**src/rtl/core/pcd_pkg.sv**
```systemverilog
package pcd_pkg;

    localparam logic [1:0] OP_LOAD  = 2'd0;
    localparam logic [1:0] OP_DATA  = 2'd1;
    localparam logic [1:0] OP_START = 2'd2;

    localparam int GROUP_SIZE = 16;

    typedef struct packed {
        logic [1:0]  op;
        logic [7:0]  entry_slot;
        logic [7:0]  entry_symbol;
        logic [4:0]  entry_code_length;
        logic [15:0] entry_code;
        logic [7:0]  data_byte;
    } t_in_item;

    typedef struct packed {
        logic [7:0] symbol;
        logic       last;
        logic       error;
    } t_out_item;

    typedef struct packed {
        logic     valid;
        t_in_item item;
    } t_q_head;

endpackage

```
**src/rtl/core/pcd_front.sv**
```systemverilog
module pcd_front #(
    parameter int TABLE_SLOTS = 256
) (
    input  logic              i_clk,
    input  logic              i_rst_n,
    input  logic              i_valid,
    output logic              o_ready,
    input  pcd_pkg::t_in_item i_data,
    output pcd_pkg::t_q_head  o_head,
    input  logic              i_pop
);

    pcd_pkg::t_in_item r_mem [2];
    logic              r_wp;
    logic              r_rp;
    logic [1:0]        r_cnt;
    logic              keep;
    logic              push;
    logic              pop;

    always_comb begin
        keep = (i_data.op == pcd_pkg::OP_DATA) || (i_data.op == pcd_pkg::OP_START) ||
               ((i_data.op == pcd_pkg::OP_LOAD) && (9'(i_data.entry_slot) < 9'(TABLE_SLOTS)));
    end

    assign o_ready     = (r_cnt != 2'd2);
    assign push        = i_valid && o_ready && keep;
    assign pop         = i_pop && (r_cnt != 2'd0);
    assign o_head.valid = (r_cnt != 2'd0);
    assign o_head.item  = r_mem[r_rp];

    always_ff @(posedge i_clk) begin
        if (push) begin
            r_mem[r_wp] <= i_data;
        end
        if (!i_rst_n) begin
            r_wp  <= 1'b0;
            r_rp  <= 1'b0;
            r_cnt <= 2'd0;
        end else begin
            if (push) begin
                r_wp <= ~r_wp;
            end
            if (pop) begin
                r_rp <= ~r_rp;
            end
            r_cnt <= r_cnt + 2'(push) - 2'(pop);
        end
    end

endmodule

```
**config.mk**
```make
export PLATFORM = sky130hd
export DESIGN_NAME = pcd_front
export DESIGN_NICKNAME = d
export VERILOG_FILES = /design/src/rtl/core/pcd_pkg.sv /design/src/rtl/core/pcd_front.sv
export SDC_FILE = /design/constraint.sdc
export NUM_CORES = 1
export LEC_CHECK = 0
export BUFFER_PORTS_ARGS = -buffer_cell sky130_fd_sc_hd__buf_2
export CAP_MARGIN = 40
export CORE_ASPECT_RATIO = 0.9
export CORE_MARGIN = 2
export CORE_UTILIZATION = 50
export CTS_CLUSTER_DIAMETER = 120
export DETAILED_ROUTE_END_ITERATION = 16
export MAX_ROUTING_LAYER = met4
export PLACE_DENSITY = 0.75
export SLEW_MARGIN = 0
export SYNTH_ARGS = -nofsm -noshare
export SYNTH_HDL_FRONTEND = slang
export SYNTH_SLANG_ARGS = --single-unit
```
**constraint.sdc**
```tcl
create_clock -name i_clk -period 8.9 [get_ports i_clk]
set_clock_uncertainty 0.1 [all_clocks]
set_input_delay 1.335 -clock i_clk [delete_from_list [all_inputs] [get_ports i_clk]]
set_output_delay 1.335 -clock i_clk [all_outputs]
set_load 0.01 [all_outputs]
```
==> impl_results.md <==
- Fraction of layout cells with a size suffix above 1: 55.4%
- Post-synthesis sequential area ratio: between 70 and 80%
- Clk_lat worst skew: 340 ps
- Fmax: 0.313 GHz
- Clock share of power: between 20% and 30%
- Final worst slack: 5700 ps
- Worst hold path depth: 2
- Dpl ws: 5600 ps
- H-tree Lvls: 3
- DRT antenna net count: 0
- Initial Util: about half
- Reg power frac: 53.1%
- Slew margin rel.: ~65%
- Vias per cell: 4.92
- Switching Fraction: 24.7%
- Nets: 337
- Worst EP required: 7470 ps
- Die area: 8040 sq um
- Reg-to-reg startpoint: r_cnt[0]
- Critical Path Slowest Stage Cell: dfxtp_2
- Switch Pwr: 0.270 mW
- Crit path kind: reg -> out
- DRT iter0 DRCs: between 60 and 70
- Area Overhead vs Synth: 22.6%
- Worst Setup End Kind: primary output
- Total congestion overflow: 0
- Largest fanout on the critical path: 30
- Number of cells on the worst reg-to-reg path: 4
- Largest net degree at the start of global routing: 32
- Final period util: 36.0%
- Hold_buf cts: 0
- Internal: 0.826 mW
- CTS Buf Count: 9
- Die span in x: 94.3 um
- Syn Inst Count: 177
- Worst-path clk slew: 80 ps
- CP bufs+invs: 2
- Final HPWL DP: between 3 and 4 mm
- GP Congestion: 0.734
- Startpoint Class: flip-flop
- # setup viols final: 0
- WP data arrival: 1760 ps
- RSZ-0062 raised after global routing: no
- Biggest cell delay along the critical path: around 630 ps
- Die Span Y: 85.3 um
- Setup bufs post-CTS: 0
- IO Pins: 100
- Hold Path Origin: r_rp
- Core box area: 7080 sq um
- Vias in the first global route: 1909
- Post_cts resized: 0
- Post-synthesis area per instance: 20.7 sq um
- FP Rows: 29
- Crit-path cells: buf_12 -> mux2_2 -> buf_2
- Least-Margin Pin Slew: 529 ps
- Worst-case clock buffer depth: 2
- Cell Area, Synth: between 3000 and 4000 sq um
- Status: finished, final reports clean
- Clock Sinks: between 90 and 100
- Antenna violations before repair: 0
- Diode count: 0
- Leakage Power: 1.67 nW
- FF+latch count, synth: 99
- Total iterations of the first detailed-routing run: 4
- Mapped Nets: 229
- CTS tree: yes
- Worst R2R End: r_mem[0][28]
- Pins Over Slew Limit: 0
- Routed vias: 1881
- Synth cell types: 23
- IO buf count: 99
- Wire per inst: 15.5 um
- Comb power frac: 20.1%
- CP delay by family, top: flip-flops
- Final Hold Violating Endpoints: 0
- Total track usage: 15.6%
- Yosys Warn Count: 0
- Number of fill cells: 542
- Pwr dens: 244 nW/um^2
- Max Cap Viol: 0
- VDD IR-drop max: about 0.15 mV
- Hold Crit Class: reg -> reg
- Post-route setup TNS: 0 ps
- Global-route wire length before repair: 9.01 mm
- Min Clock Period, post-route: 3200 ps
- Worst R2R Setup Slack: 6810 ps
- Drt drc: 0
- Root buffer cell: clkbuf_8
- Final WL: 5.93 mm
## cell usage in the layout (no fill, tap or decap), types with 4 or more instances in the layout
master / synthesis / final
clkbuf_8: 0 / 9
nand2_1: 4 / 4
edfxtp_1: 94 / 94
and2_1: 4 / 4
dfxtp_1: 5 / 4
mux2_1: 8 / 8
buf_2: 1 / 99
mux2_2: 39 / 39
## cell type report
type                    instances  area [sq um]  area share, %
multi-input cells              73           709           15.8
clock buffers                   9           124           2.75
well taps                      93           116           2.59
clock inverters                 6          81.3           1.81
flip-flops and latches         99          2920           65.0
repair buffers                102           543           12.1
## power by group through the flow
stage	sequential, mW	clock, mW	combinational (mW)
6_report	0.582	0.293	0.221
5_1_grt	0.587	0.321	0.240
4_1_cts	0.583	0.303	0.225
3_5_place_dp	0.593	0	0.223
3_3_place_gp	0.605	0	0.201
2_1_floorplan	0.582	0	0.150
## routing by layer
| layer | vias to the layer above | share of wire [%] | GRT usage (%) |
|---|---|---|---|
| li1 | 906 | - | - |
| met1 | 901 | 44 | 19.8 |
| met2 | 65 | 49 | 24.7 |
| met3 | 9 | 5.9 | 3.55 |
| met4 | 0 | 1.2 | 5.93 |
| met5 | - | 0 | - |
## cell families after synthesis
group,count (synthesis),share of synthesized area [%]
compound gates,5,0.920
mux,48,14.7
buf+inv,5,1.26
fa+ha+maj,1,0.341
flops,99,79.6
xor+xnor,2,0.477
simple gates,17,2.66
## cell usage after synthesis
cell,count,area [sq um]
a21boi_2,1,11.3
edfxtp_1,94,2820
mux2_2,39,439
ha_1,1,12.5
a211oi_1,1,7.51
dfxtp_1,5,100
o21ai_0,1,5.00
nand2_1,4,15.0
and2_1,4,25.0
nand2b_1,2,12.5
buf_2,1,5.00
buf_4,1,7.51
nor2_1,2,7.51
nand3_1,1,5.00
and2b_4,1,10.0
and3_1,1,6.26
xnor2_1,2,17.5
or2_1,1,6.26
nor3_2,1,10.0
a21oi_1,2,10.0
mux2_1,8,90.1
buf_6,3,33.8
mux2i_1,1,10.0
## registers in the layout, summed over array words and instances, names as in the netlist, named ones only
name and count:
r_cnt 2, r_mem 94, r_rp 1, r_wp 1
## how the worst max path moves through the flow
stage | start | endpoint | slack, ps | depth (start not counted)
6_report | flip-flop | o_head[5] | 5700 | 3
5_1_grt | flip-flop | o_head[5] | 5600 | 3
4_1_cts | flip-flop | o_head[5] | 5660 | 3
3_5_place_dp | i_data[45] | r_mem[0][24] | 5600 | 5
3_3_place_gp | i_data[45] | r_mem[0][19] | 5660 | 5
2_1_floorplan | i_valid | r_mem[0][0] | 4700 | 3
## stage by stage
step / hold slack [ps] / cell area (sq um) / instances / utilization [%] / power, mW
global placement: 465 / 4250 / 365 / 60.1 / 0.806
detailed placement: 477 / 4290 / 367 / 60.7 / 0.816
finish: 499 / 4500 / 382 / 63.6 / 1.10
floorplan: 452 / 3670 / 177 / - / 0.732
global route: 522 / 4500 / 382 / 63.6 / 1.15
CTS: 504 / 4500 / 382 / 63.6 / 1.11
## worst reg2reg max path, cell delays in order, from the launching register on
cell and delay [ps]:
dfxtp_1 440, nand2b_1 170, nand2_1 120, nor2_4 430
buf_4 480
Note: power is estimated with default switching activity, not from simulation.
